--- src/sv/assert_macros.svh ---
// ----------------------------------------------------------------------------
// Assertion macros
// Shared concurrent assertion wrappers, clocked on clk and gated by reset.
// ----------------------------------------------------------------------------
`ifndef ASSERT_MACROS_SVH
`define ASSERT_MACROS_SVH

// Property that must hold on every rising clock edge outside reset.
`define ASSERT_ALWAYS(label, prop, msg) \
	label: assert property (@(posedge clk) disable iff (!arst_n) (prop)) \
		else $error(msg);

// Implication: when cond holds, prop holds in the next cycle.
`define ASSERT_NEXT(label, cond, prop, msg) \
	label: assert property (@(posedge clk) disable iff (!arst_n) (cond) |=> (prop)) \
		else $error(msg);

`endif

--- src/sv/m5ema_pkg.sv ---
// ----------------------------------------------------------------------------
// m5ema_pkg
// Shared widths, register indexes and types of the median/EMA window checker.
// ----------------------------------------------------------------------------
package m5ema_pkg;

	// Sample format and smoothing strength.
	localparam int SAMPLE_BITS  = 12;
	localparam int SMOOTH_SHIFT = 4;
	localparam int NUM_SAMPLES  = 5;

	// Stream widths, padded to whole bytes.
	localparam int IN_TDATA_BITS  = ((NUM_SAMPLES * SAMPLE_BITS + 7) / 8) * 8;
	localparam int OUT_TDATA_BITS = ((SAMPLE_BITS + 7) / 8) * 8;

	// Configuration register indexes.
	localparam int CFG_INDEX_BITS = 2;
	localparam logic [CFG_INDEX_BITS-1:0] REG_LOWER_LIMIT = 2'd0;
	localparam logic [CFG_INDEX_BITS-1:0] REG_UPPER_LIMIT = 2'd1;

	// Queue between the median front and the averaging back.
	localparam int QUEUE_DEPTH    = 2;
	localparam int QUEUE_PTR_BITS = (QUEUE_DEPTH > 1) ? $clog2(QUEUE_DEPTH) : 1;
	localparam int QUEUE_CNT_BITS = $clog2(QUEUE_DEPTH + 1);

	typedef logic [SAMPLE_BITS-1:0] sample_t;

	// One configuration write as seen by the back part.
	typedef struct packed {
		logic                      valid;
		logic [CFG_INDEX_BITS-1:0] index;
		sample_t                   data;
	} cfg_wr_t;

endpackage

--- src/sv/m5ema_front.sv ---
// ----------------------------------------------------------------------------
// m5ema_front
// Accepts input items and forms the median of the five samples in one stage.
// ----------------------------------------------------------------------------
module m5ema_front (
	input  logic                                clk,
	input  logic                                arst_n,
	input  logic                                in_valid,
	output logic                                in_ready,
	input  logic [m5ema_pkg::IN_TDATA_BITS-1:0] in_data,
	output logic                                med_valid,
	input  logic                                med_ready,
	output m5ema_pkg::sample_t                  med_data
);
	import m5ema_pkg::*;

	sample_t smp [NUM_SAMPLES];
	sample_t lo_ab, hi_ab, lo_cd, hi_cd, f_lo, g_hi, median;
	logic    valid_s1;
	sample_t med_s1;
	logic    advance;

	function automatic sample_t smin(input sample_t x, input sample_t y);
		return (x < y) ? x : y;
	endfunction

	function automatic sample_t smax(input sample_t x, input sample_t y);
		return (x < y) ? y : x;
	endfunction

	// Unpack the five samples, first one in the lowest bits.
	always_comb begin
		for (int i = 0; i < NUM_SAMPLES; i++) begin
			smp[i] = in_data[i*SAMPLE_BITS +: SAMPLE_BITS];
		end
	end

	// Median of five: the two pair extremes bracket the median, then a median of three.
	always_comb begin
		lo_ab  = smin(smp[0], smp[1]);
		hi_ab  = smax(smp[0], smp[1]);
		lo_cd  = smin(smp[2], smp[3]);
		hi_cd  = smax(smp[2], smp[3]);
		f_lo   = smax(lo_ab, lo_cd);
		g_hi   = smin(hi_ab, hi_cd);
		median = smax(smin(f_lo, g_hi), smin(smax(f_lo, g_hi), smp[4]));
	end

	// The stage moves whenever it is empty or the queue takes its item.
	assign advance  = !valid_s1 || med_ready;
	assign in_ready = advance;

	always_ff @(posedge clk or negedge arst_n) begin
		if (!arst_n) begin
			valid_s1 <= 1'b0;
		end else if (advance) begin
			valid_s1 <= in_valid;
		end
	end

	always_ff @(posedge clk) begin
		if (advance && in_valid) begin
			med_s1 <= median;
		end
	end

	assign med_valid = valid_s1;
	assign med_data  = med_s1;

endmodule

--- src/sv/m5ema_queue.sv ---
// ----------------------------------------------------------------------------
// m5ema_queue
// Small register queue of medians between the front and the back part.
// ----------------------------------------------------------------------------
`include "assert_macros.svh"

module m5ema_queue (
	input  logic               clk,
	input  logic               arst_n,
	input  logic               push_valid,
	output logic               push_ready,
	input  m5ema_pkg::sample_t push_data,
	output logic               pop_valid,
	input  logic               pop_ready,
	output m5ema_pkg::sample_t pop_data
);
	import m5ema_pkg::*;

	sample_t                   slot_q [QUEUE_DEPTH];
	logic [QUEUE_PTR_BITS-1:0] wr_ptr_q, rd_ptr_q;
	logic [QUEUE_CNT_BITS-1:0] count_q;
	logic                      push, pop;

	assign push_ready = (count_q != QUEUE_CNT_BITS'(QUEUE_DEPTH));
	assign pop_valid  = (count_q != '0);
	assign push       = push_valid && push_ready;
	assign pop        = pop_valid && pop_ready;
	assign pop_data   = slot_q[rd_ptr_q];

	function automatic logic [QUEUE_PTR_BITS-1:0] ptr_inc(input logic [QUEUE_PTR_BITS-1:0] p);
		return (p == QUEUE_PTR_BITS'(QUEUE_DEPTH - 1)) ? '0 : p + 1'b1;
	endfunction

	// Pointers and fill count.
	always_ff @(posedge clk or negedge arst_n) begin
		if (!arst_n) begin
			wr_ptr_q <= '0;
			rd_ptr_q <= '0;
			count_q  <= '0;
		end else begin
			if (push) begin
				wr_ptr_q <= ptr_inc(wr_ptr_q);
			end
			if (pop) begin
				rd_ptr_q <= ptr_inc(rd_ptr_q);
			end
			if (push && !pop) begin
				count_q <= count_q + 1'b1;
			end else if (pop && !push) begin
				count_q <= count_q - 1'b1;
			end
		end
	end

	// Payload slots.
	always_ff @(posedge clk) begin
		if (push) begin
			slot_q[wr_ptr_q] <= push_data;
		end
	end

	`ASSERT_ALWAYS(a_count_bound, count_q <= QUEUE_CNT_BITS'(QUEUE_DEPTH), "queue count over depth")
	`ASSERT_NEXT(a_count_up, push && !pop, count_q == $past(count_q) + 1'b1, "count missed a push")
	`ASSERT_NEXT(a_count_dn, pop && !push, count_q == $past(count_q) - 1'b1, "count missed a pop")

endmodule

--- src/sv/m5ema_back.sv ---
// ----------------------------------------------------------------------------
// m5ema_back
// Updates the moving average from each median and checks it against the window.
// ----------------------------------------------------------------------------
`include "assert_macros.svh"

module m5ema_back (
	input  logic               clk,
	input  logic               arst_n,
	input  m5ema_pkg::cfg_wr_t cfg_wr,
	input  logic               med_valid,
	output logic               med_ready,
	input  m5ema_pkg::sample_t med_data,
	output logic               out_valid,
	input  logic               out_ready,
	output m5ema_pkg::sample_t out_smoothed,
	output logic               out_in_window
);
	import m5ema_pkg::*;

	sample_t                lower_q, upper_q;
	sample_t                avg_q;
	logic                   primed_q;
	logic                   out_valid_q;
	sample_t                smoothed_q;
	logic                   in_window_q;
	logic                   take;
	logic signed [SAMPLE_BITS:0] diff, step;
	sample_t                avg_next;

	// Limit registers.
	always_ff @(posedge clk or negedge arst_n) begin
		if (!arst_n) begin
			lower_q <= '0;
			upper_q <= '1;
		end else if (cfg_wr.valid) begin
			unique case (cfg_wr.index)
				REG_LOWER_LIMIT: lower_q <= cfg_wr.data;
				REG_UPPER_LIMIT: upper_q <= cfg_wr.data;
				default: ;
			endcase
		end
	end

	// A median is taken when the output register is free or being emptied.
	assign take      = med_valid && (!out_valid_q || out_ready);
	assign med_ready = !out_valid_q || out_ready;

	// Signed difference, floored shift, and the new average.
	always_comb begin
		diff = $signed({1'b0, med_data}) - $signed({1'b0, avg_q});
		step = diff >>> SMOOTH_SHIFT;
		if (primed_q) begin
			avg_next = SAMPLE_BITS'($signed({1'b0, avg_q}) + step);
		end else begin
			avg_next = med_data;
		end
	end

	// Average state and output valid.
	always_ff @(posedge clk or negedge arst_n) begin
		if (!arst_n) begin
			avg_q       <= '0;
			primed_q    <= 1'b0;
			out_valid_q <= 1'b0;
		end else begin
			if (take) begin
				avg_q    <= avg_next;
				primed_q <= 1'b1;
			end
			if (take) begin
				out_valid_q <= 1'b1;
			end else if (out_ready) begin
				out_valid_q <= 1'b0;
			end
		end
	end

	// Result payload.
	always_ff @(posedge clk) begin
		if (take) begin
			smoothed_q  <= avg_next;
			in_window_q <= (avg_next > lower_q) && (avg_next < upper_q);
		end
	end

	assign out_valid     = out_valid_q;
	assign out_smoothed  = smoothed_q;
	assign out_in_window = in_window_q;

	`ASSERT_NEXT(a_prime_on_take, !primed_q && !take, !primed_q, "primed set without an item")
	`ASSERT_NEXT(a_avg_tracks, take, avg_q == smoothed_q, "average and result disagree")

endmodule

--- src/sv/median5_ema_window_check.sv ---
// ----------------------------------------------------------------------------
// median5_ema_window_check
// Median of five ADC samples, exponential moving average, window check.
//
//   channel  dir  handshake            payload
//   s_*      in   s_tvalid/s_tready    s_tdata: sample_a..sample_e
//   m_*      out  m_tvalid/m_tready    m_tdata: smoothed, m_tuser: in_window
//   cfg_*    in   cfg_valid/cfg_ready  cfg_index, cfg_data
//
// One item per cycle is sustained while m_tready stays high; an accepted item
// is registered in turn in the median stage, the queue and the average/output
// register. The median network and the add-shift update are combinational.
// A two-entry queue lets the front keep accepting, until it fills, while the output is stalled.
// Reset clears the average, the primed flag and sets the limits to 0 and 4095.
// Configuration writes are always taken (cfg_ready is high).
// ----------------------------------------------------------------------------
module median5_ema_window_check (
	input  logic                                 clk,
	input  logic                                 arst_n,
	input  logic                                 s_tvalid,
	output logic                                 s_tready,
	// sample_a [11:0], sample_b [23:12], sample_c [35:24], sample_d [47:36],
	// sample_e [59:48], zero pad above
	input  logic [m5ema_pkg::IN_TDATA_BITS-1:0]  s_tdata,
	output logic                                 m_tvalid,
	input  logic                                 m_tready,
	// smoothed [11:0], zero pad above
	output logic [m5ema_pkg::OUT_TDATA_BITS-1:0] m_tdata,
	// in_window [0]
	output logic                                 m_tuser,
	input  logic                                 cfg_valid,
	output logic                                 cfg_ready,
	input  logic [m5ema_pkg::CFG_INDEX_BITS-1:0] cfg_index,
	input  logic [m5ema_pkg::SAMPLE_BITS-1:0]    cfg_data
);
	import m5ema_pkg::*;

	logic    fr_valid, fr_ready;
	sample_t fr_data;
	logic    q_valid, q_ready;
	sample_t q_data;
	sample_t smoothed;
	cfg_wr_t cfg_wr;

	assign cfg_ready     = 1'b1;
	assign cfg_wr.valid  = cfg_valid;
	assign cfg_wr.index  = cfg_index;
	assign cfg_wr.data   = cfg_data;

	// Front: accept and take the median.
	m5ema_front u_front (
		.clk       (clk),
		.arst_n    (arst_n),
		.in_valid  (s_tvalid),
		.in_ready  (s_tready),
		.in_data   (s_tdata),
		.med_valid (fr_valid),
		.med_ready (fr_ready),
		.med_data  (fr_data)
	);

	// Queue between front and back.
	m5ema_queue u_queue (
		.clk        (clk),
		.arst_n     (arst_n),
		.push_valid (fr_valid),
		.push_ready (fr_ready),
		.push_data  (fr_data),
		.pop_valid  (q_valid),
		.pop_ready  (q_ready),
		.pop_data   (q_data)
	);

	// Back: average update, window check and output register.
	m5ema_back u_back (
		.clk           (clk),
		.arst_n        (arst_n),
		.cfg_wr        (cfg_wr),
		.med_valid     (q_valid),
		.med_ready     (q_ready),
		.med_data      (q_data),
		.out_valid     (m_tvalid),
		.out_ready     (m_tready),
		.out_smoothed  (smoothed),
		.out_in_window (m_tuser)
	);

	assign m_tdata = OUT_TDATA_BITS'(smoothed);

endmodule

--- config.mk ---
export PLATFORM = sky130hd
export DESIGN_NAME = median5_ema_window_check
export DESIGN_NICKNAME = d
export VERILOG_FILES = /design/src/sv/m5ema_pkg.sv /design/src/sv/m5ema_front.sv /design/src/sv/m5ema_queue.sv /design/src/sv/m5ema_back.sv /design/src/sv/median5_ema_window_check.sv
export VERILOG_INCLUDE_DIRS = /design/src /design/src/sv
export SDC_FILE = /design/constraint.sdc
export NUM_CORES = 1
export LEC_CHECK = 0
export BUFFER_PORTS_ARGS = -buffer_cell sky130_fd_sc_hd__buf_4
export CAP_MARGIN = 5
export CORE_MARGIN = 8
export CORE_UTILIZATION = 35
export CTS_CLUSTER_DIAMETER = 40
export CTS_CLUSTER_SIZE = 40
export DETAILED_ROUTE_END_ITERATION = 10
export PLACE_DENSITY = 0.58
export SLEW_MARGIN = 20
export SYNTH_ARGS = -nofsm -noshare
export SYNTH_HDL_FRONTEND = slang
export SYNTH_SLANG_ARGS = --single-unit
--- constraint.sdc ---
create_clock -name clk -period 7.5 [get_ports clk]
set_input_delay 0.375 -clock clk [delete_from_list [all_inputs] [get_ports clk]]
set_output_delay 0.375 -clock clk [all_outputs]
set_load 0.05 [all_outputs]
== Word-level counts from Yosys, hierarchy flattened ==
Memory sizes are Yosys's and may differ from the RTL's.
Index checks and enable logic that the tools add are counted.

* Bits in registers: 68
* RAM bits: 24
* Input bits: 83
* Word-level logic and storage cells: 67
* Memories: 1

* $add $sub $neg: 6
* $lt $le $gt $ge: 9
* Eq/ne operators: 2
* Mux-type cells: 19
* Reduce and logical (&&, ||, !) cells: 18

{| class="wikitable"
|+ Memories
! memory !! words !! width !! read ports !! clocked after Yosys merged registers in !! wr ports !! RTL line !! text
|-
| u_queue.slot_q || 2 || 12 || 1 || 0 || 1 || m5ema_queue.sv:19 || <nowiki>sample_t slot_q [QUEUE_DEPTH];</nowiki>
|}

{| class="wikitable"
|+ Operator list
! kind !! count
|-
| two-way mux 12 bit || 11
|-
| < comparator 12 bit || 8
|-
| subtractor 12 x 12 -> 13 bit || 1
|-
| adder 12 x 9 -> 12 bit || 1
|-
| greater-than comparator 12 bit || 1
|-
| logical AND 1 bit || 6
|-
| two-way mux 1 bit || 6
|-
| nonzero test 2 bit || 3
|-
| logical NOT 1 bit || 4
|-
| two-way mux 2 bit || 2
|-
| AND reduction 2 bit || 2
|-
| adder 1 bit, second input constant || 2
|-
| adder 2 x 1 -> 2 bit, second input constant || 1
|-
| equality test 2 x 1 -> 1 bit, second input constant || 1
|-
| logical NOT 2 bit || 1
|-
| logical OR 1 bit || 2
|-
| != test 2 bit, second input constant || 1
|-
| subtractor 2 x 1 -> 2 bit, second input constant || 1
|}

== Logic depth before layout (Yosys ltp) ==
* Word-level depth: 10
* Mapped depth: 54

== Hierarchy ==
A second synthesis with hierarchy kept.

* Cells, all modules: 854
* Area, all modules: 8329.2 um2

{| class="wikitable"
|+ By module, submodules not included
! module !! times used !! cells each !! area an instance (um2) !! sequential area each (um2)
|-
| m5ema_front || 1 || 455 || 3789.9 || 385.4
|-
| m5ema_back || 1 || 337 || 3415.8 || 1356.3
|-
| m5ema_queue || 1 || 55 || 1078.5 || 820.8
|-
| median5_ema_window_check || 1 || 7 || 45.0 || 0.0
|}

== Worst setup path before layout ==
Ideal clock, no wire load.

* Path type: input to register
* Start: in s_tdata[43] (netlist name)
* End: reg u_front.med_s1[11] (netlist: u_front.med_data[11]), data pin
* Setup time: 0.263 ns
* Data arrival time: 9.726 ns
* Required time: 7.237 ns
* Path slack: -2.489 ns
* Stages on the path: 49
* Path buffers: 5
* Cells stage by stage: inv_1 ha_1 nand4_1 a21oi_1 a221oi_2 o21ai_2 clkbuf_1 clkbuf_1 a21oi_1 ha_1 and3_1 nand2_1 mux2i_1 o31ai_4 a2111o_1 nand2_1 mux2i_1 inv_1 (+13 left out) a2111oi_1 a211oi_2 buf_6 mux2i_1 ha_1 a21oi_1 nor2b_1 o21ai_0 nand2b_1 a21oi_1 nor2b_1 o21ai_0 nand2b_1 a211oi_1 o21ai_0 o21a_1 buf_4 mux2i_1

* Longest elaborated chain between the ends: 10

{| class="wikitable"
|+ Ends and longest elaborated chain
! item !! RTL line !! text
|-
| start, declared || median5_ema_window_check.sv:24 || <nowiki>input logic [m5ema_pkg::IN_TDATA_BITS-1:0] s_tdata,</nowiki>
|-
| < comparator 12 bit || m5ema_front.sv:24, m5ema_front.sv:28 ||
|-
| two-way mux 12 bit, on equally long branches || m5ema_front.sv:24, m5ema_front.sv:28 ||
|-
| < comparator 12 bit, on equally long branches || m5ema_front.sv:28, m5ema_front.sv:24 ||
|-
| two-way mux 12 bit, on equally long branches || m5ema_front.sv:28, m5ema_front.sv:24 ||
|-
| < comparator 12 bit || m5ema_front.sv:24, m5ema_front.sv:28 ||
|-
| two-way mux 12 bit || m5ema_front.sv:28 || <nowiki>return (x < y) ? y : x;</nowiki>
|-
| < comparator 12 bit || m5ema_front.sv:24 || <nowiki>return (x < y) ? x : y;</nowiki>
|-
| two-way mux 12 bit || m5ema_front.sv:24 ||
|-
| < comparator 12 bit || m5ema_front.sv:28 ||
|-
| two-way mux 12 bit * || m5ema_front.sv:28 ||
|-
| via u_front.median[11] || m5ema_front.sv:18 || <nowiki>sample_t lo_ab, hi_ab, lo_cd, hi_cd, f_lo, g_hi, median;</nowiki>
|-
| end signal, assigned || m5ema_front.sv:63 || <nowiki>med_s1 <= median;</nowiki>
|-
| end, declared || m5ema_front.sv:20 || <nowiki>sample_t med_s1;</nowiki>
|}

The timed path passes the listed nets; every way through them passes the cells marked *.
A chain may end at the register's enable or synchronous reset.

== Worst setup path after layout ==
* Start: in s_tdata[37] (netlist name)
* End: reg u_front.med_s1[4] (netlist: u_front.med_data[4]), data pin

Same word-level chain as after synthesis.

==> results <==
- The endpoint identified for the worst register-to-register timing path is u_back.out_in_window.
- The final count of negative-setup-slack endpoints is 12.
- The maximum number of pins on one net before global-route repair is 44.
- The total core area is 0.02326 mm2.
- The area growth from synthesis to layout is 51.31%.
- For this run, the number of Yosys warnings is 0.
- The post-synthesis cell area is 0.008235 mm2.
- 0 antenna diodes ended up in the layout.
- In this run the remaining antenna-violating nets after routing total 0.
- In the layout the commonest cells are sky130_fd_sc_hd__buf_4 (345), sky130_fd_sc_hd__inv_1 (105), sky130_fd_sc_hd__ha_1 (99).
- The worst path setup slack after routing is -1.510 ns.
- The longest individual stage delay on the worst path is 0.44 ns.
- The total iterations of the first detailed-routing run is 5.
- The via count of the first global-routing pass is 7,932.
- The post-route netlist has 45.60% of its cells at a drive strength greater than 1.
- Setup repair after global routing could not meet its margin everywhere.
- By startpoint and endpoint, the worst setup path is classified as in -> reg.
- The launching element type of the critical path is an input pin.
- At the end of the flow, the number of nets in the layout was 1,450.
- For the worst-skew pair, the clock arrives at the later sink with an insertion delay of 0.34 ns.
- For this block, the routed nets add up to 24,480 um of wire.
- The die covers 0.02869 mm2.
- The number of cell instances on the worst register-to-register path is 26.
- Counting stages on the worst path, the most repeated cell is sky130_fd_sc_hd__buf_4.
- Counting the buffers created by CTS gives 9.
- The number of buffers inserted by hold repair at cts is 0.
- The path class of the tightest hold or removal check is in -> async.
- The smallest clock period supported by the final layout is computed as 9.010 ns.
- The maximum clock rate is 111.0 MHz.
- The final hold violation count was 0.
- The post-synthesis cell count is 890.
- Data on the critical path arrives at its endpoint at 9.10 ns.
- The number of violations reported at the end of detailed-routing iteration 0 is 301.
- The max-cap violation count is 0.
- A synthesized cell averages 9.253 um2.
- The TritonCTS clock tree is built.
- After clock tree synthesis, the clock-pin slew on the worst setup and hold paths is 0.08 ns.
- The flow ran to the end, but the final reports show violations.
- The clock passes through at most 2 buffers.
- The overflow left after global routing is 0.
- Summing over every cut layer, the via total after detailed routing is 7,661.
- The reg-to-reg critical path startpoint is u_queue.rd_ptr_q.
- The number of antenna violations at the first check in global routing was 0.
- The worst path uses 120.1% of the clock period.
- Clock tree synthesis found a total of 92 sinks.
- The die extent in y is 169.4 um.
- The cell chosen for the clock root is sky130_fd_sc_hd__clkbuf_16.
- The average wire per standard cell is 15.60 um.
- After floorplanning, the core was divided into 56 placement rows.
- The setup clock skew after layout is 0.01290 ns.
- The post-synthesis sequential element count is 92.
- The most used flip-flop cell after synthesis is sky130_fd_sc_hd__edfxtp_1.
- The type of element capturing the critical path is a flip-flop.
- The congestion estimate from routability-driven global placement came to 0.8792.
- The max-slew headroom at the worst pin is 31.68%.
- The number of synthesized flops with an enable pin is 49.
- The count of input and output buffers is 93.
- CTS built an H-tree with a depth of 3.
- The number of slew-limit violations in the final report is 0.
- In the synthesized netlist the async set-or-reset flop fraction comes to 46.74%.
- The cell with the largest stage delay on the worst path is sky130_fd_sc_hd__or4_4.
- Leaving out fill and tap cells, the most frequent cell in the layout is sky130_fd_sc_hd__buf_4.
- The data required time at the worst endpoint is 7.59 ns.
- The total global-route track usage is 16.64%.
- Of all nets on the critical path, the largest fanout is 8.
- The residual DRC count is 0.
- The die width is 169.4 um.
- The first global-routing pass estimated 38,650 um of wire.
- Across all register-to-register paths, the minimum setup slack is 1.03 ns.
- After detailed routing, the number of vias per cell comes to 4.883.
- The worst hold margin is 0.03451 ns.
- The synthesized netlist contains 63 unique library cells.
- The share of the yosys chip area belonging to registers is 31.12%.
- The transition time at the pin with the least slew margin is 1.021 ns.
- The initial utilization of the core area, before any placement, comes to 35.40%.
- The sum of net half-perimeters after detailed placement is 19,080 um.
- The I/O pin count is 103.
- The checks that failed: setup timing.
[worst max-delay path, delay by kind of cell]
kind                     cells  cell delay, ns
AO/OA/AOI/OAI               19            3.60
buffers and inverters       19            2.30
AND/OR/NAND/NOR              9            1.21
multiplexers                 3            0.62
adder cells (fa/ha/maj)      4            0.93
[how the worst max path moves through the flow]
stage / start / end / slack (ns) / depth (start not counted)
final: s_tdata[37] / u_front.med_data[4] / -1.51 / 54
after global routing: s_tdata[37] / u_front.med_data[1] / -1.98 / 50
after CTS: s_tdata[37] / u_front.med_data[4] / -1.33 / 49
after detailed placement: s_tdata[37] / u_front.med_data[4] / -2.01 / 50
after global placement: s_tdata[37] / u_front.med_data[1] / -1.78 / 51
after floorplan: s_tdata[1] / u_front.med_data[5] / -1.29 / 48
[synth_stat cells, types with 15 or more instances]
library cell	instances	area share (%)
sky130_fd_sc_hd__o21ai_0	57	3.5
sky130_fd_sc_hd__ha_1	121	18
sky130_fd_sc_hd__mux2_2	36	4.9
sky130_fd_sc_hd__o21a_1	23	2.1
sky130_fd_sc_hd__mux2i_1	54	6.6
sky130_fd_sc_hd__a21oi_1	72	4.4
sky130_fd_sc_hd__nand2b_1	18	1.4
sky130_fd_sc_hd__dfrtp_1	31	9.4
sky130_fd_sc_hd__nor2_1	62	2.8
sky130_fd_sc_hd__nand2_1	60	2.7
sky130_fd_sc_hd__a21o_1	16	1.5
sky130_fd_sc_hd__nand4_1	15	1.1
sky130_fd_sc_hd__inv_1	117	5.3
sky130_fd_sc_hd__edfxtp_1	49	18
[per-stage QoR]
stage	std cells	setup WS [ns]	cell area (um2)	setup TNS [ns]	util [%]
floorplan	893	-1.292	8463	-15.35	-
global placement	1496	-1.781	11040	-21.07	47.44
detailed placement	1496	-2.007	11040	-23.50	47.44
CTS	1554	-1.332	12190	-15.68	52.40
global route	1569	-1.979	12460	-23.31	53.57
finish	1569	-1.510	12460	-17.77	53.57
[area by class of cell]
type,count,area (um2)
clock buffer,9,225.2
clock inverter,7,81.33
fill,2117,10800
inverter,117,446.7
multi-input combinational,658,5867
sequential,92,2562
tap,319,399.1
timing repair buffer,367,2879
[sequential cells by signal (all words and copies together) (netlist names)]
signal,cells
u_queue.wr_ptr_q,1
u_back.out_in_window,1
u_queue.rd_ptr_q,1
u_back.primed_q,1
u_queue.slot_q,24
u_back.out_smoothed,12
u_back.lower_q,12
u_front.med_data,12
u_back.avg_q,12
u_back.out_valid,1
u_back.upper_q,12
u_queue.count_q,2
u_front.med_valid,1
[layer usage]
metal,GRT usage [%],vias up,wire length (um)
li1,-,3860,-
met1,17.67,3592,9661
met2,31.76,155,12930
met3,2.954,54,1029
met4,6.964,0,859
met5,0,-,0
[cell families after synthesis]
kind of cell	count (synthesis)	synth area share (%)
AND/OR/NAND/NOR	209	12.18
AO/OA/AOI/OAI	206	16.07
buffers and inverters	143	7.034
adder cells (fa/ha/maj)	122	18.63
multiplexers	97	12.76
flip-flops	92	31.12
XOR/XNOR	19	2.112
other	2	0.09119
[what timing repair did]
action,CTS,global route
resized for setup,109,35
setup buffers,42,14
gates cloned,1,1
endpoints found under the setup margin,12,12
pin swaps,42,28
Power is not shown: default switching activity piles up to over one toggle a cycle in this logic, so the estimate is an artifact.
